<file path="src/gdo_pkg.sv">
// Shared types and calendar constants for the Gregorian date offset block.
// Used by gdo_mul, gregorian_date_offset and the bench gdo_checker; depends on nothing.
`timescale 1ns / 1ps
`default_nettype none

package gdo_pkg;

	localparam int YEAR_W = 17;
	localparam int DNUM_W = 28;
	localparam int MUL_A_W = 25;
	localparam int MUL_B_W = 17;
	localparam int PROD_W = MUL_A_W + MUL_B_W;

	localparam int Q100_SHIFT = 23;
	localparam int Q100_W = 10;
	localparam int YEST_SHIFT = 24;

	localparam logic [MUL_B_W-1:0] RECIP_100 = 17'd83887;
	localparam logic [MUL_B_W-1:0] RECIP_YEAR = 17'd45934;
	localparam logic [MUL_B_W-1:0] DAYS_YEAR = 17'd365;

	localparam int DEF_YEAR = 1900;
	localparam int DIFF_MAX = 4194303;
	localparam int DIFF_MIN = -4194304;

	typedef logic signed [DNUM_W-1:0] dnum_t;

	typedef struct packed {
		logic [MUL_A_W-1:0] a;
		logic [MUL_B_W-1:0] b;
	} mul_req_t;

	localparam logic [4:0] MONTH_LEN [0:15] = '{
		5'd0, 5'd31, 5'd28, 5'd31, 5'd30, 5'd31, 5'd30, 5'd31,
		5'd31, 5'd30, 5'd31, 5'd30, 5'd31, 5'd0, 5'd0, 5'd0
	};

	localparam logic [8:0] CUM_DAYS [0:15] = '{
		9'd0, 9'd0, 9'd31, 9'd59, 9'd90, 9'd120, 9'd151, 9'd181,
		9'd212, 9'd243, 9'd273, 9'd304, 9'd334, 9'd0, 9'd0, 9'd0
	};

	function automatic logic [4:0] month_days(input logic [3:0] m, input logic leap);
		month_days = MONTH_LEN[m] + 5'((m == 4'd2) && leap);
	endfunction

endpackage

`default_nettype wire

</file>
<file path="src/gregorian_date_offset.sv">
// Top level of the Gregorian date offset block: sequencer and accumulator.
// Depends on gdo_pkg and gdo_mul.
//
//   channel   handshake          payload
//   command   start / busy       mode, base_*, other_*, offset
//   result    done (strobe)      res_year, res_month, res_day, day_difference,
//                                base_replaced, out_of_range
//
// Each year number passes through the shared multiplier and adder in the states
// ST_J_Q, ST_J_M, ST_J_A1 and ST_J_A2, and in the year search one compare; the
// search takes two or three of those, the month walk up to eleven steps and a
// closing step, and a shift that saturates skips both.
// Reset clears the sequencer; no sweep follows it. done is high for one cycle
// and the receiver cannot stall it; start is taken again in that same cycle.
`timescale 1ns / 1ps
`default_nettype none

module gregorian_date_offset #(
	parameter int YEAR_MAX = 9999
) (
	input  logic               clk,
	input  logic               arst_n,
	input  logic               start,
	output logic               busy,
	input  logic               mode,
	input  logic [13:0]        base_year,
	input  logic [3:0]         base_month,
	input  logic [4:0]         base_day,
	input  logic [13:0]        other_year,
	input  logic [3:0]         other_month,
	input  logic [4:0]         other_day,
	input  logic signed [22:0] offset,
	output logic               done,
	output logic [13:0]        res_year,
	output logic [3:0]         res_month,
	output logic [4:0]         res_day,
	output logic signed [22:0] day_difference,
	output logic               base_replaced,
	output logic               out_of_range
);

	localparam logic [gdo_pkg::YEAR_W-1:0] YearMaxC = gdo_pkg::YEAR_W'(YEAR_MAX);
	localparam logic [13:0] ResYearMax = 14'(YEAR_MAX);
	localparam gdo_pkg::dnum_t NMaxC = gdo_pkg::dnum_t'(365 * YEAR_MAX + YEAR_MAX / 4
		- YEAR_MAX / 100 + YEAR_MAX / 400 - 1);
	localparam gdo_pkg::dnum_t DiffMaxC = gdo_pkg::dnum_t'(gdo_pkg::DIFF_MAX);
	localparam gdo_pkg::dnum_t DiffMinC = gdo_pkg::dnum_t'(gdo_pkg::DIFF_MIN);

	typedef enum logic [3:0] {
		ST_IDLE,
		ST_LEAP_MUL,
		ST_LEAP_CHK,
		ST_J_Q,
		ST_J_M,
		ST_J_A1,
		ST_J_A2,
		ST_DN_FIN,
		ST_DIFF,
		ST_SHIFT,
		ST_SAT,
		ST_EST,
		ST_SRCH_LO,
		ST_SRCH_HI,
		ST_MWALK
	} state_t;

	typedef enum logic [1:0] {
		RET_DN,
		RET_LO,
		RET_HI
	} ret_t;

	state_t                          state_q;
	ret_t                            ret_q;
	logic                            mode_q;
	logic                            other_q;
	logic signed [22:0]              off_q;
	logic [13:0]                     oy_q;
	logic [3:0]                      om_q;
	logic [4:0]                      od_q;
	logic [gdo_pkg::YEAR_W-1:0]      y_q;
	logic [3:0]                      m_q;
	logic [4:0]                      d_q;
	logic                            leap_q;
	logic [gdo_pkg::YEAR_W-1:0]      p_q;
	logic [gdo_pkg::Q100_W-1:0]      q_q;
	gdo_pkg::dnum_t                  acc_q;
	gdo_pkg::dnum_t                  nb_q;
	gdo_pkg::dnum_t                  n_q;
	gdo_pkg::dnum_t                  jlo_q;
	logic [8:0]                      rem_q;
	logic                            replaced_q;
	logic                            done_q;
	logic [13:0]                     res_year_q;
	logic [3:0]                      res_month_q;
	logic [4:0]                      res_day_q;
	logic signed [22:0]              diff_q;
	logic                            base_replaced_q;
	logic                            oor_q;

	gdo_pkg::mul_req_t               mul_req;
	logic [gdo_pkg::PROD_W-1:0]      prod;

	logic [gdo_pkg::Q100_W-1:0]      qy;
	logic [gdo_pkg::YEAR_W-1:0]      hund;
	logic                            leap_c;
	logic [4:0]                      mlen_chk;
	logic                            valid_c;
	gdo_pkg::dnum_t                  dn;
	gdo_pkg::dnum_t                  dv;
	gdo_pkg::dnum_t                  rv;
	gdo_pkg::dnum_t                  yl;
	logic [4:0]                      mlen_walk;

	gdo_mul u_mul (
		.clk  (clk),
		.req  (mul_req),
		.prod (prod)
	);

	always_comb begin
		mul_req = '0;
		unique case (state_q)
			ST_LEAP_MUL: begin
				mul_req.a = gdo_pkg::MUL_A_W'(y_q);
				mul_req.b = gdo_pkg::RECIP_100;
			end
			ST_J_Q: begin
				mul_req.a = gdo_pkg::MUL_A_W'(p_q);
				mul_req.b = gdo_pkg::RECIP_100;
			end
			ST_J_M: begin
				mul_req.a = gdo_pkg::MUL_A_W'(p_q);
				mul_req.b = gdo_pkg::DAYS_YEAR;
			end
			ST_SAT: begin
				mul_req.a = n_q[gdo_pkg::MUL_A_W-1:0];
				mul_req.b = gdo_pkg::RECIP_YEAR;
			end
			default: begin
				mul_req = '0;
			end
		endcase
	end

	assign qy = prod[gdo_pkg::Q100_SHIFT +: gdo_pkg::Q100_W];
	assign hund = gdo_pkg::YEAR_W'(gdo_pkg::YEAR_W'(qy) * gdo_pkg::YEAR_W'(100));
	assign leap_c = (y_q[1:0] == 2'd0) && ((hund != y_q) || (qy[1:0] == 2'd0));
	assign mlen_chk = gdo_pkg::month_days(m_q, leap_c);
	assign valid_c = (y_q != '0) && (y_q <= YearMaxC) && (m_q >= 4'd1) && (m_q <= 4'd12)
		&& (d_q != 5'd0) && (d_q <= mlen_chk);

	assign dn = acc_q + gdo_pkg::dnum_t'(gdo_pkg::CUM_DAYS[m_q])
		+ gdo_pkg::dnum_t'(leap_q && (m_q > 4'd2)) + gdo_pkg::dnum_t'(d_q)
		- gdo_pkg::dnum_t'(1);
	assign dv = nb_q - acc_q;
	assign rv = n_q - jlo_q;
	assign yl = acc_q - jlo_q;
	assign mlen_walk = gdo_pkg::month_days(m_q, leap_q);

	always_ff @(posedge clk or negedge arst_n) begin
		if (!arst_n) begin
			state_q         <= ST_IDLE;
			ret_q           <= RET_DN;
			mode_q          <= 1'b0;
			other_q         <= 1'b0;
			off_q           <= '0;
			oy_q            <= '0;
			om_q            <= '0;
			od_q            <= '0;
			y_q             <= '0;
			m_q             <= '0;
			d_q             <= '0;
			leap_q          <= 1'b0;
			p_q             <= '0;
			q_q             <= '0;
			acc_q           <= '0;
			nb_q            <= '0;
			n_q             <= '0;
			jlo_q           <= '0;
			rem_q           <= '0;
			replaced_q      <= 1'b0;
			done_q          <= 1'b0;
			res_year_q      <= '0;
			res_month_q     <= '0;
			res_day_q       <= '0;
			diff_q          <= '0;
			base_replaced_q <= 1'b0;
			oor_q           <= 1'b0;
		end else begin
			done_q <= 1'b0;
			unique case (state_q)
				ST_IDLE: begin
					if (start) begin
						mode_q     <= mode;
						other_q    <= 1'b0;
						replaced_q <= 1'b0;
						off_q      <= offset;
						oy_q       <= other_year;
						om_q       <= other_month;
						od_q       <= other_day;
						y_q        <= gdo_pkg::YEAR_W'(base_year);
						m_q        <= base_month;
						d_q        <= base_day;
						state_q    <= ST_LEAP_MUL;
					end
				end
				ST_LEAP_MUL: begin
					state_q <= ST_LEAP_CHK;
				end
				ST_LEAP_CHK: begin
					ret_q <= RET_DN;
					if (valid_c) begin
						leap_q <= leap_c;
						p_q    <= y_q - gdo_pkg::YEAR_W'(1);
					end else begin
						y_q    <= gdo_pkg::YEAR_W'(gdo_pkg::DEF_YEAR);
						m_q    <= 4'd1;
						d_q    <= 5'd1;
						leap_q <= 1'b0;
						p_q    <= gdo_pkg::YEAR_W'(gdo_pkg::DEF_YEAR - 1);
						if (!other_q) begin
							replaced_q <= 1'b1;
						end
					end
					state_q <= ST_J_Q;
				end
				ST_J_Q: begin
					state_q <= ST_J_M;
				end
				ST_J_M: begin
					q_q     <= qy;
					state_q <= ST_J_A1;
				end
				ST_J_A1: begin
					acc_q   <= gdo_pkg::dnum_t'(prod[24:0]) + gdo_pkg::dnum_t'(p_q >> 2);
					state_q <= ST_J_A2;
				end
				ST_J_A2: begin
					acc_q <= acc_q - gdo_pkg::dnum_t'(q_q) + gdo_pkg::dnum_t'(q_q >> 2);
					unique case (ret_q)
						RET_DN:  state_q <= ST_DN_FIN;
						RET_LO:  state_q <= ST_SRCH_LO;
						RET_HI:  state_q <= ST_SRCH_HI;
						default: state_q <= ST_IDLE;
					endcase
				end
				ST_DN_FIN: begin
					if (!other_q) begin
						nb_q <= dn;
						if (mode_q) begin
							other_q <= 1'b1;
							y_q     <= gdo_pkg::YEAR_W'(oy_q);
							m_q     <= om_q;
							d_q     <= od_q;
							state_q <= ST_LEAP_MUL;
						end else begin
							state_q <= ST_SHIFT;
						end
					end else begin
						acc_q   <= dn;
						state_q <= ST_DIFF;
					end
				end
				ST_DIFF: begin
					if (dv > DiffMaxC) begin
						diff_q <= DiffMaxC[22:0];
					end else if (dv < DiffMinC) begin
						diff_q <= DiffMinC[22:0];
					end else begin
						diff_q <= dv[22:0];
					end
					res_year_q      <= '0;
					res_month_q     <= '0;
					res_day_q       <= '0;
					oor_q           <= 1'b0;
					base_replaced_q <= replaced_q;
					done_q          <= 1'b1;
					state_q         <= ST_IDLE;
				end
				ST_SHIFT: begin
					n_q     <= nb_q + gdo_pkg::dnum_t'(off_q);
					state_q <= ST_SAT;
				end
				ST_SAT: begin
					if (n_q < 0) begin
						res_year_q      <= 14'd1;
						res_month_q     <= 4'd1;
						res_day_q       <= 5'd1;
						diff_q          <= '0;
						oor_q           <= 1'b1;
						base_replaced_q <= replaced_q;
						done_q          <= 1'b1;
						state_q         <= ST_IDLE;
					end else if (n_q > NMaxC) begin
						res_year_q      <= ResYearMax;
						res_month_q     <= 4'd12;
						res_day_q       <= 5'd31;
						diff_q          <= '0;
						oor_q           <= 1'b1;
						base_replaced_q <= replaced_q;
						done_q          <= 1'b1;
						state_q         <= ST_IDLE;
					end else begin
						state_q <= ST_EST;
					end
				end
				ST_EST: begin
					p_q     <= prod[gdo_pkg::YEST_SHIFT +: gdo_pkg::YEAR_W];
					ret_q   <= RET_LO;
					state_q <= ST_J_Q;
				end
				ST_SRCH_LO: begin
					if (n_q < acc_q) begin
						p_q <= p_q - gdo_pkg::YEAR_W'(1);
					end else begin
						jlo_q <= acc_q;
						p_q   <= p_q + gdo_pkg::YEAR_W'(1);
						ret_q <= RET_HI;
					end
					state_q <= ST_J_Q;
				end
				ST_SRCH_HI: begin
					if (n_q >= acc_q) begin
						jlo_q   <= acc_q;
						p_q     <= p_q + gdo_pkg::YEAR_W'(1);
						state_q <= ST_J_Q;
					end else begin
						rem_q   <= rv[8:0];
						leap_q  <= (yl != gdo_pkg::dnum_t'(365));
						m_q     <= 4'd1;
						state_q <= ST_MWALK;
					end
				end
				ST_MWALK: begin
					if ((m_q < 4'd12) && (rem_q >= 9'(mlen_walk))) begin
						rem_q <= rem_q - 9'(mlen_walk);
						m_q   <= m_q + 4'd1;
					end else begin
						res_year_q      <= p_q[13:0];
						res_month_q     <= m_q;
						res_day_q       <= 5'(rem_q + 9'd1);
						diff_q          <= '0;
						oor_q           <= 1'b0;
						base_replaced_q <= replaced_q;
						done_q          <= 1'b1;
						state_q         <= ST_IDLE;
					end
				end
				default: begin
					state_q <= ST_IDLE;
				end
			endcase
		end
	end

	assign busy           = (state_q != ST_IDLE);
	assign done           = done_q;
	assign res_year       = res_year_q;
	assign res_month      = res_month_q;
	assign res_day        = res_day_q;
	assign day_difference = diff_q;
	assign base_replaced  = base_replaced_q;
	assign out_of_range   = oor_q;

endmodule

`default_nettype wire

</file>
<file path="src/gdo_mul.sv">
// Shared multiplier of the date offset block, product registered.
// Depends on gdo_pkg for the request type and widths.
`timescale 1ns / 1ps
`default_nettype none

module gdo_mul (
	input  logic                        clk,
	input  gdo_pkg::mul_req_t           req,
	output logic [gdo_pkg::PROD_W-1:0]  prod
);

	logic [gdo_pkg::PROD_W-1:0] prod_q;

	always_ff @(posedge clk) begin
		prod_q <= gdo_pkg::PROD_W'(req.a) * gdo_pkg::PROD_W'(req.b);
	end

	assign prod = prod_q;

endmodule

`default_nettype wire

</file>
<file path="config.mk">
export PLATFORM = sky130hd
export DESIGN_NAME = gregorian_date_offset
export DESIGN_NICKNAME = d
export VERILOG_FILES = /design/src/gdo_pkg.sv /design/src/gregorian_date_offset.sv /design/src/gdo_mul.sv
export SDC_FILE = /design/constraint.sdc
export NUM_CORES = 2
export LEC_CHECK = 0
export BUFFER_PORTS_ARGS = -buffer_cell sky130_fd_sc_hd__buf_2
export CAP_MARGIN = 20
export CORE_MARGIN = 5
export CORE_UTILIZATION = 40
export DETAILED_ROUTE_END_ITERATION = 16
export PLACE_DENSITY_LB_ADDON = 0.25
export RECOVER_POWER = 25
export SLEW_MARGIN = 5
export SYNTH_ARGS = -nofsm -noshare
export SYNTH_HDL_FRONTEND = slang
export SYNTH_SLANG_ARGS = --single-unit
</file>
<file path="constraint.sdc">
create_clock -name clk -period 8.7 [get_ports clk]
set_input_delay 0.435 -clock clk [delete_from_list [all_inputs] [get_ports clk]]
set_output_delay 0.435 -clock clk [all_outputs]
set_load 0.005 [all_outputs]
</file>
After elaboration in Yosys (flattened, before gate mapping). Memories as Yosys holds them, arrays and structs flattened. Index checks and enable logic that the tools add are counted.

Flip-flop bits (word level): 320. ROM bits: 224. Input port bits: 73. Memories kept: 2.

Memory list: (no name shown) (depth 16, width 9, rd ports 1, clocked after memory_dff 0, wr ports 0, line gregorian_date_offset.sv:153) `assign dn = acc_q + gdo_pkg::dnum_t'(gdo_pkg::CUM_DAYS[m_q])`; (no name shown) (depth 16, width 5, rd ports 1, clocked after memory_dff 0, wr ports 0, line gdo_pkg.sv:44) `month_days = MONTH_LEN[m] + 5'((m == 4'd2) && leap);`.

$add $sub $neg: 19. Multipliers: 2. Magnitude comparators: 14. Eq/ne operators: 31. Muxes and demuxes: 85. Bitwise logic cells: 2. Reduce and logical (&&, ||, !) cells: 44.

Operator list (number): $pmux 42 s4 (1); $mux 17 (7); $mux 23 (5); $mux 28 (3); $pmux 28 s3 (1); $pmux 23 s3 (1); $pmux 17 s4 (1); $mux 4 (16); $gt 28x23->1 const B (2); $pmux 28 s2 (1); $sub 28x28->28 (2); $pmux 17 s3 (1); $pmux 4 s12 (1); $mux 5 (9); $mux 14 (3); $pmux 14 s3 (1); $mul 25x17->41 (1); $mux 9 (4); $sub 17x1->17 const B (2); $pmux 5 s3 (2); $add 28x10->28 (1); $add 28x2->28 (1); $add 28x23->28 (1); $add 28x6->28 (1); 58 further kinds (129).

Depth between registers and ports, before layout.
Depth after elaboration: 10. Depth in mapped cells: 32.

By module. From an unflattened synthesis, not the netlist that was laid out.

Cells, all modules: 4499. Area total of the unflattened synthesis: 38883.5 µm².

By module, submodules not included: gregorian_date_offset (times used 1, cells each 2849, area an instance 24302.1 µm², seq. area each 6906.6 µm²); gdo_mul (times used 1, cells each 1650, area an instance 14581.5 µm², seq. area each 840.8 µm²).

Worst setup path before layout. OpenSTA, ideal clock, no wires.

Path kind: reg-to-reg. From: register state_q[2]. To: register u_mul.prod_q, in the netlist u_mul.prod[39]. Arrival time: 7.871 ns. Required time: 8.628 ns. Slack: 0.757 ns. Cell stages (with the launch flop): 29. Path buffers: 3. Clock period less this slack: 7.943 ns. Path through: dfrtp_1 -> clkbuf_1 -> nand2b_1 -> nor3_1 -> or2_2 -> clkbuf_1 -> buf_2 -> a221o_1 -> nand2_1 -> fa_1 -> inv_1 -> fa_1 -> fa_1 -> fa_1 -> fa_1 -> inv_1 -> fa_1 -> inv_1 -> ha_1 -> nand3_1 -> nor2_1 -> inv_1 -> o31ai_1 -> nor4_1 -> o311ai_2 -> o21ai_0 -> or3_1 -> a31oi_1 -> xor2_1.

Word-level cells in the longest chain between the ends: 3.

RTL lines: start, declared (line gregorian_date_offset.sv:73) `state_t state_q;`; start signal, assigned (line gregorian_date_offset.sv:163) `state_q <= ST_IDLE;`; start signal, assigned (line gregorian_date_offset.sv:205) `state_q <= ST_LEAP_MUL;`; start signal, assigned (line gregorian_date_offset.sv:209) `state_q <= ST_LEAP_CHK;`; $eq 4x4->1, or another cell as far along (line gregorian_date_offset.sv:123) `unique case (state_q)`; $pmux 42 s4 * (line gregorian_date_offset.sv:123); $mul 25x17->41 * (line gdo_mul.sv:15) `prod_q <= gdo_pkg::PROD_W'(req.a) * gdo_pkg::PROD_W'(req.b);`; end signal, assigned (line gdo_mul.sv:15); end, declared (line gdo_mul.sv:12) `logic [gdo_pkg::PROD_W-1:0] prod_q;`.

Every way passes the cells marked *; elsewhere a longest branch is shown, timed or not. A chain may end at the register's enable or synchronous reset.

Worst setup path after layout.
From: register state_q[3]. To: register u_mul.prod_q, in the netlist u_mul.prod[40].

Same word-level chain as after synthesis.

==> summary.md <==
| Metric | Value |
|---|---|
| Register area | 7727 µm² |
| Drt drc | 0 |
| Final setup violation count | 0 |
| 1st-iter DRT viols | 2524 |
| Starting density of the core | 40.35% |
| Status | finished with violations |
| CP Launch Type | flip-flop |
| Min Tclk post-route | 8.194 ns |
| Cell Area, Synth | 36380 µm² |
| RD Place Congestion | 0.9955 |
| Most numerous cell on the critical path | fa_1 |
| Final Cycle Share | 94.18% |
| Fin. max-slew vios | 151 |
| DRT Wirelength | 125100 µm |
| CTS tree | built |
| CP max stage delay | 0.60 ns |
| Synth Area per Inst | 8.838 µm² |
| Site row count | 110 |
| Total core area | 90150 µm² |
| Number of CTS-inserted buffers | 43 |
| Post-synthesis sequential area ratio | 21.24% |
| Width of the die | 311.6 µm |
| Layout cells sized above 1 | 8.601% |
| Multi-input logic area | 25920 µm² |
| Flops & latches, synth | 317 |
| Clock skew | 0.03954 ns |
| Setup crit end kind | flip-flop |
| DR vias/cell | 5.628 |
| Worst hold path class | input port to flip-flop |
| Top cells by instance count after synthesis | inv_1 (630), ha_1 (423), nand2_1 (367) |
| Worst slew pin tran | 4.996 ns |
| Max-cap violations | 2 |
| I/O pin count | 123 |
| Syn. warnings | 0 |
| Post-synth top area cell | dfrtp_1 |
| Fin. Hold Viols | 0 |
| Die ar. | 97080 µm² |
| Port Buffers | 122 |
| Worst Setup Path Type | flip-flop to flip-flop |
| Failing checks | max-capacitance violations, max-slew violations |
| Fmax | 0.1220 GHz |
| CP max-delay cell | dfrtp_1 |
| Root Buffer Master | clkbuf_16 |
| Post-synth cell types | 97 |
| Synth Instances | 4116 |
| Setup bufs post-CTS | 0 |
| CTS Buffer Depth | 3 |
| Post-synth top area share | 18.99% |
| Crit Path Max Fanout | 12 |
| Clock latency on the worst-skew pair | 0.60 ns |
| Setup_tns | 0 ns |
| Overflow after GRT | 0 |
| Routed via count | 30790 |
| Critical path required time | 9.22 ns |
| Total iterations of the first detailed-routing run | 8 |
| Global-route wire length before repair | 190300 µm |
| Max transition margin | -233.0% |
| All-Layer GR Usage | 25.35% |
| WHS | 0.07213 ns |
| Final HPWL DP | 102700 µm |
| Vias in the first global route | 30610 |
| Unrepaired setup endpoints after global routing | no |
| Nets | 5079 |
| TritonCTS Sinks | 317 |
| Routed Antenna Nets | 0 |
| Htree depth | 2 |
| Initial antenna violation count | 7 |
| Layout area overhead | 10.31% |
| EDFF count, synth | 0 |
| CP Data Arrival Time | 8.71 ns |
| Fillers | 8967 |
| Most frequent cell after synthesis | inv_1 |
| Ys async rst share | 87.07% |
| Reg clk slew, reported paths | 0.06 ns |
| WL per Instance | 22.86 µm |
| Pin count of the biggest net entering global routing | 88 |
| Top cells by area, synth | dfrtp_1 (19%), fa_1 (18%), ha_1 (15%), inv_1 (6.5%), nand2_1 (3.8%) |
| Ys flop type | dfrtp_1 |
| Die Ht | 311.6 µm |
-- cell families after synthesis --
group | synth area share (%)
and+or+nand+nor | 12.78
DFF | 21.24
buffers and inverters | 8.086
muxes | 2.439
AOI/OAI and AO/OA | 18.06
other | 0.02064
adders and majority gates | 32.43
xor gates and xnor gates | 4.936
-- metrics by stage --
step | area [µm²] | utilization, % | worst slack [ns] | cells
3_3_place_gp | 38680 | 42.90 | 0.3893 | 5384
6_report | 40130 | 44.51 | 0.5064 | 5471
4_1_cts | 40110 | 44.49 | 0.2553 | 5463
5_1_grt | 40120 | 44.50 | 0.09631 | 5466
3_5_place_dp | 38680 | 42.91 | 0.2765 | 5385
2_1_floorplan | 36490 | - | 0.7570 | 4146
-- worst max-delay path, delay by kind of cell (launching register included) --
kind                       cells  cell delay [ns]
DFF                            1             0.60
AOI/OAI and AO/OA              9             2.55
and+or+nand+nor                5             0.99
xor gates and xnor gates       1             0.13
buffers and inverters          5             0.41
adders and majority gates      7             3.42
-- timing repair --
action,in CTS,in global routing
hold buffers,1,0
endpoints found under the hold margin,85,0
setup endpoints to repair,0,5
gates resized for setup,0,6
-- sequential cells by signal, indices dropped and copies added, names as in the netlist, 17 cells and up --
name and flops:
p_q 17, acc_q 28, jlo_q 28, n_q 28, day_difference 23, u_mul.prod 41, nb_q 28, off_q 23
-- cell type report --
type | count | share of cell area [%]
diodes | 5 | 0.03118
clock inverters | 14 | 0.4365
multi-input cells | 3059 | 64.60
well taps | 1176 | 3.667
repair buffers | 207 | 3.024
clock buffers | 63 | 3.093
flip-flops and latches | 317 | 19.26
inverters | 630 | 5.893
-- metal layers --
layer / share of wire, % / GRT usage [%] / vias up
li1: - / - / 14330
met1: 42 / 33.27 / 15030
met3: 7.0 / 4.133 / 292
met4: 5.1 / 10.21 / 6
met2: 46 / 41.98 / 1132
met5: 0.034 / 0 / -
-- placed cells by master, fill, tap and decap left out, drive strengths merged, types with 21 or more instances in the layout --
| cell type | Yosys | layout |
|---|---|---|
| nand4 | 26 | 26 |
| mux2 | 58 | 58 |
| a221oi | 25 | 25 |
| nand3 | 71 | 71 |
| fa | 325 | 325 |
| nand2 | 368 | 368 |
| or3 | 21 | 21 |
| nor2 | 209 | 209 |
| a211oi | 38 | 38 |
| a31oi | 38 | 38 |
| a21o | 83 | 83 |
| xor2 | 80 | 80 |
| and2 | 29 | 29 |
| mux2i | 23 | 23 |
| a21oi | 246 | 246 |
| nor3 | 60 | 60 |
| dfrtp | 276 | 276 |
| nor2b | 28 | 28 |
| a22o | 24 | 24 |
| clkbuf | 107 | 91 |
| o22ai | 37 | 37 |
| ha | 423 | 423 |
| conb | 2 | 32 |
| nand2b | 39 | 39 |
| and3 | 47 | 47 |
| o21ai | 275 | 275 |
| dfxtp | 41 | 41 |
| buf | 33 | 177 |
| xnor2 | 125 | 125 |
| o31ai | 24 | 24 |
| o21a | 33 | 33 |
| inv | 630 | 633 |
| o21bai | 33 | 33 |
-- final timing paths --
check                                     from        endpoint  slack, ns  depth (start not counted)
worst max-delay path                state_q[3]  u_mul.prod[40]       0.51                         27
worst min-delay path            other_month[2]         om_q[2]       0.07                          2
worst max register to register      state_q[3]  u_mul.prod[40]       0.51                         27
worst min register to register      res_day[0]      res_day[0]       0.47                          1
max in group asynchronous               arst_n          y_q[2]       2.43                          4
min in group asynchronous               arst_n       jlo_q[18]       2.22                          2
Power is left out: the tool's default activity adds up to more than one toggle a clock period on the data nets, which glitch-free logic cannot reach.
